$ cat src/rtl/wpf_pkg.sv
`timescale 1ns / 1ps

package wpf_pkg;

    // Longest waveform before the block forces an end of waveform
    localparam int WAVEFORM_LENGTH = 1024;

    // Field widths
    localparam int SAMPLE_W = 16;
    localparam int VALUE_W  = 32;
    localparam int POS_W    = 10;
    localparam int DEAD_W   = 10;

    // Sample index counter and sum widths follow from the waveform length
    localparam int CNT_W = $clog2(WAVEFORM_LENGTH);
    localparam int SUM_W = CNT_W + SAMPLE_W + 1;

    localparam logic [POS_W-1:0] POS_MAX = {POS_W{1'b1}};

    // Configuration register indexes
    localparam int CFG_IDX_W = 1;
    localparam logic [CFG_IDX_W-1:0] REG_AMPLITUDE_THRESHOLD = 1'd0;
    localparam logic [CFG_IDX_W-1:0] REG_DEAD_TIME           = 1'd1;

    // Result kinds
    localparam logic KIND_PEAK     = 1'b0;
    localparam logic KIND_INTEGRAL = 1'b1;

    typedef struct packed {
        logic                       kind;
        logic signed [VALUE_W-1:0]  value;
        logic [POS_W-1:0]           position;
        logic [POS_W-1:0]           interval;
        logic                       interval_valid;
    } result_t;

endpackage

$ cat src/rtl/waveform_peak_finder.sv
`timescale 1ns / 1ps

// Gradient-sign peak finder with dead time.
// Input channel: one baseline-corrected sample per beat (sample, last), taken at
// a rising edge with item_valid high and item_stall low. last closes a waveform.
// Result channel: kind/value/position/interval/interval_valid, taken at an edge
// with result_valid high and result_stall low. A peak beat gives the top value,
// its index and the distance from the previous accepted peak; an integral beat
// gives the valley-to-valley sum and the closing valley index.
// A sample's role is known only when the next one arrives, so a result belongs
// to the sample before the one that caused it. The result is registered when
// the next sample is accepted; one sample is taken every cycle while not stalled.
// The work per sample is a subtract, the compares and one accumulate, done
// between the state registers and the result register.
// When the receiver stalls, the result register holds and a skid register takes
// one more result; item_stall rises only while the skid register is occupied.
// Reset (rst_n, asynchronous, active low) clears the waveform state, empties
// both result registers and loads threshold 80 and dead time 10. Configuration
// writes (cfg_valid/cfg_ready, always ready) go to index 0 threshold, 1 dead time.
module waveform_peak_finder (
    input  logic                                clk,
    input  logic                                rst_n,
    input  logic                                item_valid,
    output logic                                item_stall,
    input  logic signed [wpf_pkg::SAMPLE_W-1:0] sample,
    input  logic                                last,
    output logic                                result_valid,
    input  logic                                result_stall,
    output logic                                kind,
    output logic signed [wpf_pkg::VALUE_W-1:0]  value,
    output logic [wpf_pkg::POS_W-1:0]           position,
    output logic [wpf_pkg::POS_W-1:0]           interval,
    output logic                                interval_valid,
    input  logic                                cfg_valid,
    output logic                                cfg_ready,
    input  logic [wpf_pkg::CFG_IDX_W-1:0]       cfg_index,
    input  logic [wpf_pkg::SAMPLE_W-1:0]        cfg_data
);
    import wpf_pkg::*;

    // Configuration
    logic signed [SAMPLE_W-1:0] threshold_reg;
    logic [DEAD_W-1:0]          dead_time_reg;

    // Waveform state
    logic signed [SAMPLE_W-1:0] prev_sample_reg, prev_sample_next;
    logic [CNT_W-1:0]           count_reg, count_next;
    logic                       rising_reg, rising_next;
    logic                       peak_since_valley_reg, peak_since_valley_next;
    logic [CNT_W-1:0]           last_peak_reg, last_peak_next;
    logic                       have_peak_reg, have_peak_next;
    logic signed [SUM_W-1:0]    sum_reg, sum_next;

    // Result registers
    logic    out_valid_reg, skid_valid_reg;
    result_t out_reg, skid_reg;

    logic                       accept;
    logic                       out_free;
    logic                       is_end;
    logic                       judge;
    logic [CNT_W-1:0]           p;
    logic signed [SAMPLE_W:0]   grad;
    logic signed [SUM_W-1:0]    acc;
    logic signed [63:0]         acc_wide;
    logic [CNT_W-1:0]           gap;
    logic                       res_fire;
    result_t                    res;

    assign cfg_ready  = 1'b1;
    assign item_stall = skid_valid_reg;
    assign accept     = item_valid && !skid_valid_reg;
    assign out_free   = !out_valid_reg || !result_stall;

    // Configuration writes
    always_ff @(posedge clk or negedge rst_n)
    begin
        if (!rst_n)
        begin
            threshold_reg <= SAMPLE_W'(80);
            dead_time_reg <= DEAD_W'(10);
        end
        else if (cfg_valid)
        begin
            unique case (cfg_index)
                REG_AMPLITUDE_THRESHOLD: threshold_reg <= cfg_data;
                REG_DEAD_TIME:           dead_time_reg <= cfg_data[DEAD_W-1:0];
                default:                 ;
            endcase
        end
    end

    // Judge the previous sample against the incoming one
    assign is_end   = last || (count_reg >= CNT_W'(WAVEFORM_LENGTH - 1));
    assign judge    = count_reg >= CNT_W'(2);
    assign p        = count_reg - CNT_W'(1);
    assign grad     = (SAMPLE_W+1)'(sample) - (SAMPLE_W+1)'(prev_sample_reg);
    assign acc      = sum_reg + SUM_W'(prev_sample_reg);
    assign acc_wide = 64'(acc);
    assign gap      = p - last_peak_reg;

    always_comb
    begin
        prev_sample_next       = prev_sample_reg;
        count_next             = count_reg;
        rising_next            = rising_reg;
        peak_since_valley_next = peak_since_valley_reg;
        last_peak_next         = last_peak_reg;
        have_peak_next         = have_peak_reg;
        sum_next               = sum_reg;
        res_fire               = 1'b0;
        res.kind               = KIND_PEAK;
        res.value              = VALUE_W'(prev_sample_reg);
        res.position           = POS_W'(p);
        res.interval           = '0;
        res.interval_valid     = 1'b0;

        if (judge)
        begin
            if (grad > 0 && !rising_reg)
            begin
                // Valley: close the integral of the last accepted peak
                if (peak_since_valley_reg)
                begin
                    res_fire  = 1'b1;
                    res.kind  = KIND_INTEGRAL;
                    if (acc_wide > 64'sd2147483647)
                        res.value = 32'sh7FFFFFFF;
                    else if (acc_wide < -64'sd2147483648)
                        res.value = 32'sh80000000;
                    else
                        res.value = acc_wide[VALUE_W-1:0];
                    peak_since_valley_next = 1'b0;
                end
                rising_next = 1'b1;
                sum_next    = SUM_W'(prev_sample_reg);
            end
            else
            begin
                sum_next = acc;
                if (grad < 0 && rising_reg)
                begin
                    // Top: accept above threshold and past the dead time
                    if (prev_sample_reg > threshold_reg &&
                        32'(gap) > 32'(dead_time_reg))
                    begin
                        res_fire = 1'b1;
                        if (have_peak_reg)
                        begin
                            res.interval_valid = 1'b1;
                            res.interval = (32'(gap) > 32'(POS_MAX)) ? POS_MAX
                                                                     : POS_W'(gap);
                        end
                        last_peak_next         = p;
                        have_peak_next         = 1'b1;
                        peak_since_valley_next = 1'b1;
                    end
                    rising_next = 1'b0;
                end
            end
        end

        if (is_end)
        begin
            prev_sample_next       = '0;
            count_next             = '0;
            rising_next            = 1'b0;
            peak_since_valley_next = 1'b0;
            last_peak_next         = '0;
            have_peak_next         = 1'b0;
            sum_next               = '0;
        end
        else
        begin
            prev_sample_next = sample;
            count_next       = count_reg + CNT_W'(1);
        end
    end

    // Advance waveform state on each accepted beat
    always_ff @(posedge clk or negedge rst_n)
    begin
        if (!rst_n)
        begin
            prev_sample_reg       <= '0;
            count_reg             <= '0;
            rising_reg            <= 1'b0;
            peak_since_valley_reg <= 1'b0;
            last_peak_reg         <= '0;
            have_peak_reg         <= 1'b0;
            sum_reg               <= '0;
        end
        else if (accept)
        begin
            prev_sample_reg       <= prev_sample_next;
            count_reg             <= count_next;
            rising_reg            <= rising_next;
            peak_since_valley_reg <= peak_since_valley_next;
            last_peak_reg         <= last_peak_next;
            have_peak_reg         <= have_peak_next;
            sum_reg               <= sum_next;
        end
    end

    // Output register and skid register control. Input is stalled while the
    // skid register is full, so a new result never meets a full skid.
    always_ff @(posedge clk or negedge rst_n)
    begin
        if (!rst_n)
        begin
            out_valid_reg  <= 1'b0;
            skid_valid_reg <= 1'b0;
        end
        else if (skid_valid_reg)
        begin
            if (out_free)
            begin
                out_valid_reg  <= 1'b1;
                skid_valid_reg <= 1'b0;
            end
        end
        else if (accept && res_fire)
        begin
            if (out_free)
                out_valid_reg <= 1'b1;
            else
                skid_valid_reg <= 1'b1;
        end
        else if (out_free)
        begin
            out_valid_reg <= 1'b0;
        end
    end

    always_ff @(posedge clk)
    begin
        if (skid_valid_reg)
        begin
            if (out_free)
                out_reg <= skid_reg;
        end
        else if (accept && res_fire)
        begin
            if (out_free)
                out_reg <= res;
            else
                skid_reg <= res;
        end
    end

    assign result_valid   = out_valid_reg;
    assign kind           = out_reg.kind;
    assign value          = out_reg.value;
    assign position       = out_reg.position;
    assign interval       = out_reg.interval;
    assign interval_valid = out_reg.interval_valid;

    // Skid register is only used behind a full output register
    a_skid_behind_out: assert property (@(posedge clk) disable iff (!rst_n)
        skid_valid_reg |-> out_valid_reg)
        else $error("skid register holds a result while output register is empty");

    // Integral results carry no interval
    a_integral_no_interval: assert property (@(posedge clk) disable iff (!rst_n)
        (out_valid_reg && out_reg.kind == KIND_INTEGRAL) |->
        (!out_reg.interval_valid && out_reg.interval == '0))
        else $error("integral result carries an interval");

    // A pending integral needs an accepted peak
    a_psv_needs_peak: assert property (@(posedge clk) disable iff (!rst_n)
        peak_since_valley_reg |-> have_peak_reg)
        else $error("peak since valley without an accepted peak");

    // Peaks are never recorded at index zero, so the position tracks the flag
    a_peak_pos_flag: assert property (@(posedge clk) disable iff (!rst_n)
        have_peak_reg == (last_peak_reg != '0))
        else $error("last peak position disagrees with have_peak");

    // The final sample of a waveform clears the index counter
    a_last_clears: assert property (@(posedge clk) disable iff (!rst_n)
        (accept && last) |=> (count_reg == '0 && !rising_reg))
        else $error("waveform state not cleared after final sample");

endmodule
$ cat config.mk
export PLATFORM = sky130hd
export DESIGN_NAME = waveform_peak_finder
export DESIGN_NICKNAME = d
export VERILOG_FILES = /design/src/rtl/wpf_pkg.sv /design/src/rtl/waveform_peak_finder.sv
export SDC_FILE = /design/constraint.sdc
export NUM_CORES = 1
export LEC_CHECK = 0
export BUFFER_PORTS_ARGS = -buffer_cell sky130_fd_sc_hd__buf_2
export CAP_MARGIN = 0
export CORE_ASPECT_RATIO = 1.75
export CORE_MARGIN = 2
export CORE_UTILIZATION = 55
export DETAILED_ROUTE_END_ITERATION = 7
export GPL_TIMING_DRIVEN = 0
export PLACE_DENSITY = 0.77
export SLEW_MARGIN = 20
export SYNTH_ARGS = -nofsm -noshare
export SYNTH_HDL_FRONTEND = slang
export SYNTH_SLANG_ARGS = --single-unit
$ cat constraint.sdc
create_clock -name clk -period 8.33 [get_ports clk]
set_clock_uncertainty 0.05 [all_clocks]
set_input_delay 0 -clock clk [delete_from_list [all_inputs] [get_ports clk]]
set_output_delay 0 -clock clk [all_outputs]
set_load 0.02 [all_outputs]
==> results of run 1 <==
## kinds of logic after synthesis
group / after synthesis / share of synthesized area [%]
AO/OA/AOI/OAI: 267 / 15.2
XOR/XNOR: 49 / 3.81
adder cells (fa/ha/maj): 83 / 9.42
buffers and inverters: 110 / 4.07
flip-flops: 194 / 47.6
multiplexers: 91 / 9.73
other: 1 / 0.0333
AND/OR/NAND/NOR: 240 / 10.1
## layer usage
layer / up-vias / GRT usage (%) / part of all wire (%)
li1: 4095 / - / -
met1: 4119 / 28.3 / 38
met2: 233 / 44.3 / 52
met3: 85 / 3.38 / 3.4
met4: 0 / 14.0 / 5.7
met5: - / 0 / 0
## cells in the mapped netlist (5+ instances only)
cell type | count | area (sq um)
a21oi_1 | 42 | 210
clkbuf_1 | 30 | 113
nor2_1 | 37 | 139
dfrtp_1 | 90 | 2250
nor2b_1 | 10 | 62.6
nand2_1 | 103 | 387
a31oi_1 | 6 | 37.5
nand4_1 | 6 | 37.5
mux2_4 | 25 | 375
edfxtp_1 | 100 | 3000
nor3_1 | 10 | 50.1
and3_1 | 14 | 87.6
o21a_1 | 11 | 82.6
mux2i_1 | 18 | 180
xor2_1 | 22 | 193
mux2_2 | 48 | 541
a21boi_0 | 11 | 82.6
buf_4 | 5 | 37.5
inv_1 | 67 | 251
a21o_1 | 34 | 255
a32o_1 | 8 | 80.1
o21ai_0 | 103 | 515
ha_1 | 80 | 1000
nand3_1 | 27 | 135
nand2b_1 | 11 | 68.8
xnor2_1 | 27 | 236
o31ai_1 | 10 | 75.1
## worst min-delay path by stage
stage          slack, ps                end    startpoint  depth (start not counted)
3_3_place_gp         160  threshold_reg[12]  cfg_data[12]                          3
4_1_cts               20   threshold_reg[0]     cfg_valid                          3
2_1_floorplan       -350       count_reg[0]         rst_n                          0
5_1_grt               50   threshold_reg[0]     cfg_valid                          3
3_5_place_dp        -100  threshold_reg[11]         rst_n                          1
6_report              50   threshold_reg[0]     cfg_valid                          3
## report_power, final
group	internal, mW	switching [mW]
combinational	0.351	0.474
clock	0.423	0.370
sequential	1.09	0.0565
## per-stage QoR
step                      setup slack, ps  cells
final                                2040   1456
after global routing                 1610   1456
after CTS                            2110   1455
after detailed placement             2180   1384
after global placement              -2360   1377
after floorplan                       140   1035
## timing repair
item / 4_1_cts / 5_1_grt
endpoints found under the setup margin: 0 / 0
hold buffers: 39 / 0
endpoints found under the hold margin: 139 / 0
## area by class of cell
class                      instances  area, sq um  share of cell area [%]
clock buffer                      21          450                    3.42
antenna                            1         2.50                  0.0190
tap                              248          310                    2.36
buffer                            41          194                    1.47
inverter                          69          264                    2.01
clock inverter                    11          109                   0.828
timing repair buffer             140          995                    7.56
sequential                       194         5360                    40.8
multi-input combinational        731         5470                    41.6
## worst min-delay path: cells and delay by family
kind                   cells  cell delay, ps
multiplexers               1             240
AND/OR/NAND/NOR            1             170
buffers and inverters      1             100
==> out/metrics.yaml, run 1 <==
outcome: "complete, no violations"
synth-edff-count: 100
path_depth: 25
final.fill_count: 1611
reg2reg_slack_ps: 2040
synthesis.area_sq_um: 11300
worstSkewPairLatency_ps: 440
final_util_pct: 65.1
ys_ff_latch: 194
synthArstFlopShare_pct: 48.5
cellLeakagePower_nw: 5.92
final.period_utilization_pct: 75.5
final_cell_mix: "nand2_1 (103), o21ai_0 (103), edfxtp_1 (100), buf_2 (95), dfrtp_1 (90)"
totalWireLength_mm: 26.5
grt_max_degree: 57
critPathMaxStageDelay_ps: 610
finalPower_mw: 2.76
start_util_pct: 55.7
postPlaceCellArea_sq_um: 12200
period_needed_ps: 6290
post_cts_buffers: 0
antenna_found_initial: 1
cts.htree.levels: 4
r2r_end: "skid_reg[37]"
powerDensity_nw_per_um2: 210
ys_warn_count: 0
die_h_um: 193
syn-num-nets: 1157
cp_top_family: "compound AO/OA/AOI/OAI gates"
ir_drop_v: 0.000155
drtIter0Drc: 495
root_buffer: "clkbuf_16"
end_kind: "flop"
r2r-start: "count_reg[0]"
synth_cells: 1035
max_slew_margin_pct: 41.9
worst_slew_pin_slew_ps: 872
clk_pin_slew_ps: 70
whs_ps: 54.1
setup_tns_ps: 0
core_area_sq_um: 20200
nets: 1316
rows: 69
finalSetupViolations: 0
cts_made_buffers: 17
drv_cap: 0
grt_overflow: 0
die_area_sq_um: 21700
grt_pass1_wl_mm: 42.8
largest_reg_flops: 50
rsz0062_at_grt: "false"
fp.dieW_um: 112
grt_usage_pct: 24.8
synth_top_flop_cell: "edfxtp_1"
routedWlPerCell_um: 18.2
clock_sinks: 194
synth.avg_cell_area_sq_um: 10.9
ant_nets: 0
cts_resized: 0
dpl.hpwl_mm: 19.4
path_buf_inv: 7
min_path_type: "primary input to flop"
final_area_sq_um: 13200
route.detailed.drc: 0
worstSetupStartpointType: "flop"
worstSetupStartpoint: "count_reg[0]"
fmax_mhz: 159
vias: 8532
hold_viol_final: 0
crit_arrival_ps: 6380
path_max_fanout: 13
viasPerCell: 5.86
grt_pass1_vias: 8607
endpoint: "skid_reg[37]"
io_pins: 96
slew_violations: 0
crit_path_top_delay_cell: "nor4_4"
ys_seq_area_share_pct: 47.6
drtPass1Iterations: 7
r2r_cells: 25
synthToLayoutAreaGrowth_pct: 16.8
clockBufferDepth: 2
crit_required_ps: 8420
ys_types: 72
drive_gt1_share_pct: 19.1
finalWeightedCongestion: 0.907
cts_tree: "built"
timing_worst_setup_path_type: "flop to flop"
portBuffers: 94
Note: power is estimated with default switching activity, not from simulation.
==> run 2, diff against run 1 <==
==> constraint.sdc (replaced) <==
create_clock -name clk -period 5.3 [get_ports clk]
set_clock_uncertainty 0.05 [all_clocks]
set_input_delay 0 -clock clk [delete_from_list [all_inputs] [get_ports clk]]
set_output_delay 0 -clock clk [all_outputs]
set_load 0.02 [all_outputs]
==> out/metrics.yaml, run 2 (synthesis gave the netlist of run 1 again) <==
final_area_sq_um: 13300  # was 13200 sq um
cts_made_buffers: 17  # unchanged
largest_reg_flops: 50  # unchanged
worstPathCellList: "inv_2, ha_4, nor3b_4, nand2_1, or3_1, xnor2_2, ha_1, a21oi_1, o21ai_1, xnor2_2, inv_1, ha_1, nand4_1, nor3_1, nor3_1, o2111a_1, clkbuf_8, and2_1, o21ai_1, a21boi_4, buf_16, buf_16"
clockBufferDepth: 2  # unchanged
final_util_pct: 66.0  # was 65.1%
crit_path_top_delay_cell: "dfrtp_2"  # was nor4_4
totalWireLength_mm: 26.8  # was 26.5 mm
slew_violations: 0  # unchanged
outcome: "complete, no violations"  # unchanged
hold_viol_final: 0  # unchanged
reg2reg_slack_ps: 240  # was 2040 ps
whs_ps: 51.6  # was 54.1 ps
path_buf_inv: 5  # was 7
worstSetupStartpointType: "flop"  # unchanged
grt_pass1_wl_mm: 43.0  # was 42.8 mm
grt_max_degree: 57  # unchanged
critPathMaxStageDelay_ps: 450  # was 610 ps
instances_no_fill: 1459  # was 1456
cts_tree: "built"  # unchanged
cellLeakagePower_nw: 6.00  # was 5.92 nW
end_kind: "flop"  # unchanged
finalSetupViolations: 0  # unchanged
crit_required_ps: 5400  # was 8420 ps
period_needed_ps: 5060  # was 6290 ps
min_path_type: "primary input to asynchronous set/reset pin"  # was primary input to flop
dp_cells: 1384  # unchanged
portBuffers: 94  # unchanged
cts.htree.levels: 4  # unchanged
drive_gt1_share_pct: 21.4  # was 19.1%
fmax_mhz: 198  # was 159 MHz
route.detailed.drc: 0  # unchanged
final_common_cell: "nand2_1"
postPlaceCellArea_sq_um: 12300  # was 12200 sq um
drv_cap: 0  # unchanged
final_cell_mix: "nand2_1 (103), edfxtp_1 (100), o21ai_0 (99), buf_2 (95), dfrtp_1 (87)"  # was nand2_1 (103), o21ai_0 (103), edfxtp_1 (100), buf_2 (95), dfrtp_1 (90)
dpl.hpwl_mm: 19.4  # about the same
drtIter0Drc: 386  # was 495
root_buffer: "clkbuf_16"  # unchanged
rows: 69  # unchanged
io_pins: 96  # unchanged
ir_drop_v: 0.000213  # was 0.000155 V
cp_top_family: "simple AND/OR/NAND/NOR gates"  # was compound AO/OA/AOI/OAI gates
antenna_found_initial: 0  # was 1
crit_arrival_ps: 5160  # was 6380 ps
final.fill_count: 1598  # was 1611
antenna_cells: 0  # was 1
path_max_fanout: 24  # was 13
finalWeightedCongestion: 0.915  # was 0.907
grt_overflow: 0  # unchanged
clk_pin_slew_ps: 70  # about the same
setup_tns_ps: 0  # unchanged
final.period_utilization_pct: 95.5  # was 75.5%
worst_slew_pin_slew_ps: 803  # was 872 ps
ant_nets: 0  # unchanged
die_area_sq_um: 21700  # unchanged
fp.dieW_um: 112  # unchanged
nets: 1320  # was 1316
drtPass1Iterations: 5  # was 7
grt_pass1_vias: 8466  # was 8607
powerDensity_nw_per_um2: 334  # was 210 nW/um^2
routedWlPerCell_um: 18.4  # was 18.2 um
viasPerCell: 5.87  # was 5.86
vias: 8559  # was 8532
grt_usage_pct: 25.0  # was 24.8%
timing_worst_setup_path_type: "flop to flop"  # unchanged
die_h_um: 193  # unchanged
worstSkewPairLatency_ps: 450  # was 440 ps
clock_sinks: 194  # unchanged
start_util_pct: 55.7  # unchanged
core_area_sq_um: 20200  # unchanged
max_slew_margin_pct: 46.5  # was 41.9%
synthToLayoutAreaGrowth_pct: 18.4  # was 16.8%
[run 2: worst register-to-register path: stages (launching register included)]
cell	delay, ps
dfrtp_2	450
inv_2	100
ha_4	160
nor3b_4	240
nand2_1	130
or3_1	370
xnor2_2	270
ha_1	330
a21oi_1	160
o21ai_1	120
xnor2_2	190
inv_1	90
ha_1	310
nand4_1	130
nor3_1	80
nor3_1	240
o2111a_1	250
clkbuf_8	180
and2_1	130
o21ai_1	140
a21boi_4	230
buf_16	210
buf_16	190
[run 2: worst paths after layout]
path | start | end | cells after the start
setup reg to reg | count_reg[1] | value[12] | 22
min in group clk | cfg_valid | threshold_reg[0] | 3
setup / recovery | count_reg[1] | value[12] | 22
hold / removal | rst_n | threshold_reg[6] | 2
hold reg to reg | have_peak_reg | have_peak_reg | 2
max in group asynchronous | rst_n | count_reg[0] | 3
[run 2: per-layer routing]
metal / global-route usage [%] / part of all wire, %
met1: 28.2 / 38
met2: 45.6 / 54
met3: 3.04 / 3.1
met4: 12.9 / 4.7
met5: 0 / 0
[run 2: what timing repair did]
action,4_1_cts,5_1_grt
hold endpoints to repair,143,0
pin swaps,2,2
endpoints found under the setup margin,101,77
setup buffers,4,3
hold buffers,38,0
gates resized for setup,2,8
[run 2: through the flow]
stage / worst slack, ps / power, mW
finish: 240 / 4.45
global route: -23.7 / 4.68
CTS: 0.0329 / 4.43
detailed placement: -506 / 3.11
global placement: -1500 / 3.05
floorplan: -182 / 2.77
[run 2: final cells by class]
| cell class | instances | area (sq um) | share of cell area (%) |
|---|---|---|---|
| multi-input combinational | 731 | 5570 | 41.8 |
| sequential | 194 | 5360 | 40.2 |
| timing repair buffer | 146 | 1040 | 7.77 |
| clock buffer | 23 | 493 | 3.70 |
| tap | 248 | 310 | 2.33 |
| inverter | 69 | 264 | 1.98 |
| buffer | 39 | 196 | 1.47 |
| clock inverter | 9 | 95.1 | 0.713 |
[run 2: power breakdown]
part	internal [mW]	total [mW]	switching, mW	leakage [nW]
registers	1.71	1.81	0.0916	2.11
clock network	0.714	1.29	0.578	0.289
logic	0.580	1.35	0.770	3.60
==> run 3, diff against run 2 <==
--- a/config.mk
+++ b/config.mk
@@ -5,6 +5,7 @@
 export SDC_FILE = /design/constraint.sdc
 export NUM_CORES = 1
 export LEC_CHECK = 0
+export ABC_AREA = 1
 export BUFFER_PORTS_ARGS = -buffer_cell sky130_fd_sc_hd__buf_2
 export CAP_MARGIN = 0
 export CORE_ASPECT_RATIO = 1.75
==> out/metrics.yaml, run 3 <==
route.detailed.drc: 0  # unchanged
vias: 10600  # was 8559
ys_warn_count: 0  # unchanged
cts.htree.levels: 4  # unchanged
ys_seq_area_share_pct: 44.2  # was 47.6%
fp.dieW_um: 116  # was 112 um
finalPower_mw: 5.61  # was 4.45 mW
yosys-top-cells-count: "nand2_1 (417), inv_1 (208), nor2_1 (101), edfxtp_1 (100), nand3_1 (96)"  # was nand2_1 (103), o21ai_0 (103), edfxtp_1 (100), dfrtp_1 (90), ha_1 (80)
finalWeightedCongestion: 0.962  # was 0.915
fmax_mhz: 203  # was 198 MHz
viasPerCell: 5.38  # was 5.87
ys_types: 54  # was 72
totalWireLength_mm: 32.6  # was 26.8 mm
outcome: "complete, no violations"  # unchanged
synth_top_flop_cell: "edfxtp_1"  # unchanged
synth.avg_cell_area_sq_um: 8.07  # was 10.9 sq um
max_slew_margin_pct: 35.0  # was 46.5%
die_h_um: 200  # was 193 um
register_area_sq_um: 5360  # about the same
setup_tns_ps: 0  # unchanged
synth-edff-count: 100  # unchanged
grt_overflow: 0  # unchanged
grt_max_degree: 56  # was 57
synth_most_common_cell: "nand2_1"
drtPass1Iterations: 6  # was 5
antenna_found_initial: 0  # unchanged
finalSetupViolations: 0  # unchanged
grtUsageMet2_pct: 52.3  # was 45.6%
drtIter0Drc: 810  # was 386
cts_made_buffers: 17  # unchanged
ir_drop_v: 0.000248  # was 0.000213 V
drive_gt1_share_pct: 12.7  # was 21.4%
worst_slack_ps: 374  # was 240 ps
synthArstFlopShare_pct: 48.5  # unchanged
crit_required_ps: 5400  # about the same
io_pins: 96  # unchanged
pre_cts_slack_ps: -224  # was -506 ps
grtUsageMet1_pct: 34.0  # was 28.2%
largest_reg_flops: 50  # unchanged
busiest_layer: "met2"  # unchanged
multi_input_area_sq_um: 5720  # was 5570 sq um
hold_viol_final: 0  # unchanged
clock_sinks: 194  # unchanged
clk_pin_slew_ps: 70  # about the same
period_needed_ps: 4930  # was 5060 ps
ys_ff_latch: 194  # unchanged
synthesis.area_sq_um: 12100  # was 11300 sq um
synth_cells: 1501  # was 1035
nets: 1788  # was 1320
end_kind: "flop"  # unchanged
timing_worst_setup_path_type: "flop to flop"  # unchanged
worstSkewPairLatency_ps: 450  # about the same
synth_area_leader_cell: "edfxtp_1"  # unchanged
dpl.hpwl_mm: 25.1  # was 19.4 mm
slew_violations: 0  # unchanged
antenna_cells: 0  # unchanged
crit_arrival_ps: 5020  # was 5160 ps
final_util_pct: 65.8  # was 66.0%
ant_nets: 0  # unchanged
dp_cells: 1892  # was 1384
rows: 71  # was 69
final_common_cell: "nand2_1"  # unchanged
grt_use_met3_pct: 4.11  # was 3.04%
final.fill_count: 1778  # was 1598
final.period_utilization_pct: 92.9  # was 95.5%
syn-num-nets: 1623  # was 1157
cts_tree: "built"  # unchanged
drv_cap: 0  # unchanged
synthToLayoutAreaGrowth_pct: 17.2  # was 18.4%
grt_usage_pct: 29.2  # was 25.0%
portBuffers: 94  # unchanged
min_path_type: "primary input to flop"  # was primary input to asynchronous set/reset pin
routedWlPerCell_um: 16.5  # was 18.4 um
cellLeakagePower_nw: 6.99  # was 6.00 nW
powerDensity_nw_per_um2: 395  # was 334 nW/um^2
root_buffer: "clkbuf_16"  # unchanged
synth.area.top_cells: "edfxtp_1 (25%), dfrtp_1 (19%), nand2_1 (13%)"  # was edfxtp_1 (27%), dfrtp_1 (20%), ha_1 (8.9%)
instances_no_fill: 1971  # was 1459
final_cell_mix: "nand2_1 (416), inv_1 (207), buf_2 (104), nor2_1 (100), edfxtp_1 (100)"  # was nand2_1 (103), edfxtp_1 (100), o21ai_0 (99), buf_2 (95), dfrtp_1 (87)
grt_pass1_wl_mm: 52.8  # was 43.0 mm
clockBufferDepth: 2  # unchanged
die_area_sq_um: 23300  # was 21700 sq um
start_util_pct: 56.1  # was 55.7%
grt_pass1_vias: 10600  # was 8466
worst_slew_pin_slew_ps: 967  # was 803 ps
synth_top_area_share_pct: 24.8  # was 26.7%
path_max_fanout: 25  # was 24
worstSetupStartpointType: "flop"  # unchanged
core_area_sq_um: 21600  # was 20200 sq um
## run 3: worst paths after layout
| path | startpoint | endpoint | slack [ps] | depth (start not counted) |
|---|---|---|---|---|
| setup reg to reg | count_reg[2] | position[9] | 370 | 25 |
| setup / recovery | count_reg[2] | position[9] | 370 | 25 |
| min in group asynchronous | rst_n | dead_time_reg[6] | 520 | 3 |
| hold / removal | cfg_index | dead_time_reg[3] | 90 | 5 |
| max in group asynchronous | rst_n | threshold_reg[15] | 3600 | 4 |
| hold reg to reg | have_peak_reg | have_peak_reg | 430 | 2 |
## run 3: metrics by stage
stage	hold WS, ps	cell area, sq um
global placement	203	13000
CTS	31.6	14100
detailed placement	-107	13100
global route	154	14200
floorplan	-346	12100
finish	94.0	14200
## run 3: repair_timing
action / in CTS / in global routing
gates resized for setup: 1 / 7
buffers inserted: 3 / 4
hold buffers: 40 / 0
endpoints found under the setup margin: 100 / 129
hold endpoints to repair: 142 / 0
pin swaps: 2 / 4
## run 3: layout make-up
class	instances	area share, %
inverters	215	5.69
clock buffers	18	3.02
well taps	292	2.57
repair buffers	146	7.43
multi-input cells	1042	40.3
flip-flops and latches	194	37.7
plain buffers	50	2.01
clock inverters	14	1.26
## run 3: cell families after synthesis
| logic type | after synthesis | share of synthesized area, % |
|---|---|---|
| flip-flops | 194 | 44.2 |
| XOR/XNOR | 38 | 2.81 |
| AND/OR/NAND/NOR | 689 | 24.4 |
| adder cells (fa/ha/maj) | 83 | 8.75 |
| buffers and inverters | 265 | 9.02 |
| AO/OA/AOI/OAI | 231 | 10.8 |
| other | 1 | 0.0309 |
## run 3: report_power, final
part / leakage (nW) / switching [mW] / internal, mW
clock: 0.292 / 0.591 / 0.750
sequential: 2.17 / 0.121 / 1.77
combinational: 4.53 / 1.55 / 0.826
total: 6.99 / 2.26 / 3.35
## run 3: worst max-delay path: stages (launching register included)
cell and delay, ps:
dfrtp_1 460, nor2_1 210, nand2_1 110, nor2_1 140, nand2_1 100, nor2_1 180
xor2_1 270, inv_1 100, ha_1 310, nand2_1 80, nor3_1 190, nand3_1 120
o2111ai_1 130, xnor2_1 210, ha_1 350, nand2_1 70, nor2_1 160, nand4_1 130
o211ai_1 180, nand2_1 80, inv_1 60, nand3_1 140, o21ai_0 150, nand2_2 160
a21oi_4 280, buf_16 210
## run 3: routing by layer
layer,wire length (um),vias up
li1,-,5237
met1,12800,4961
met2,17400,334
met3,1210,68
met4,1280,0
met5,0,-
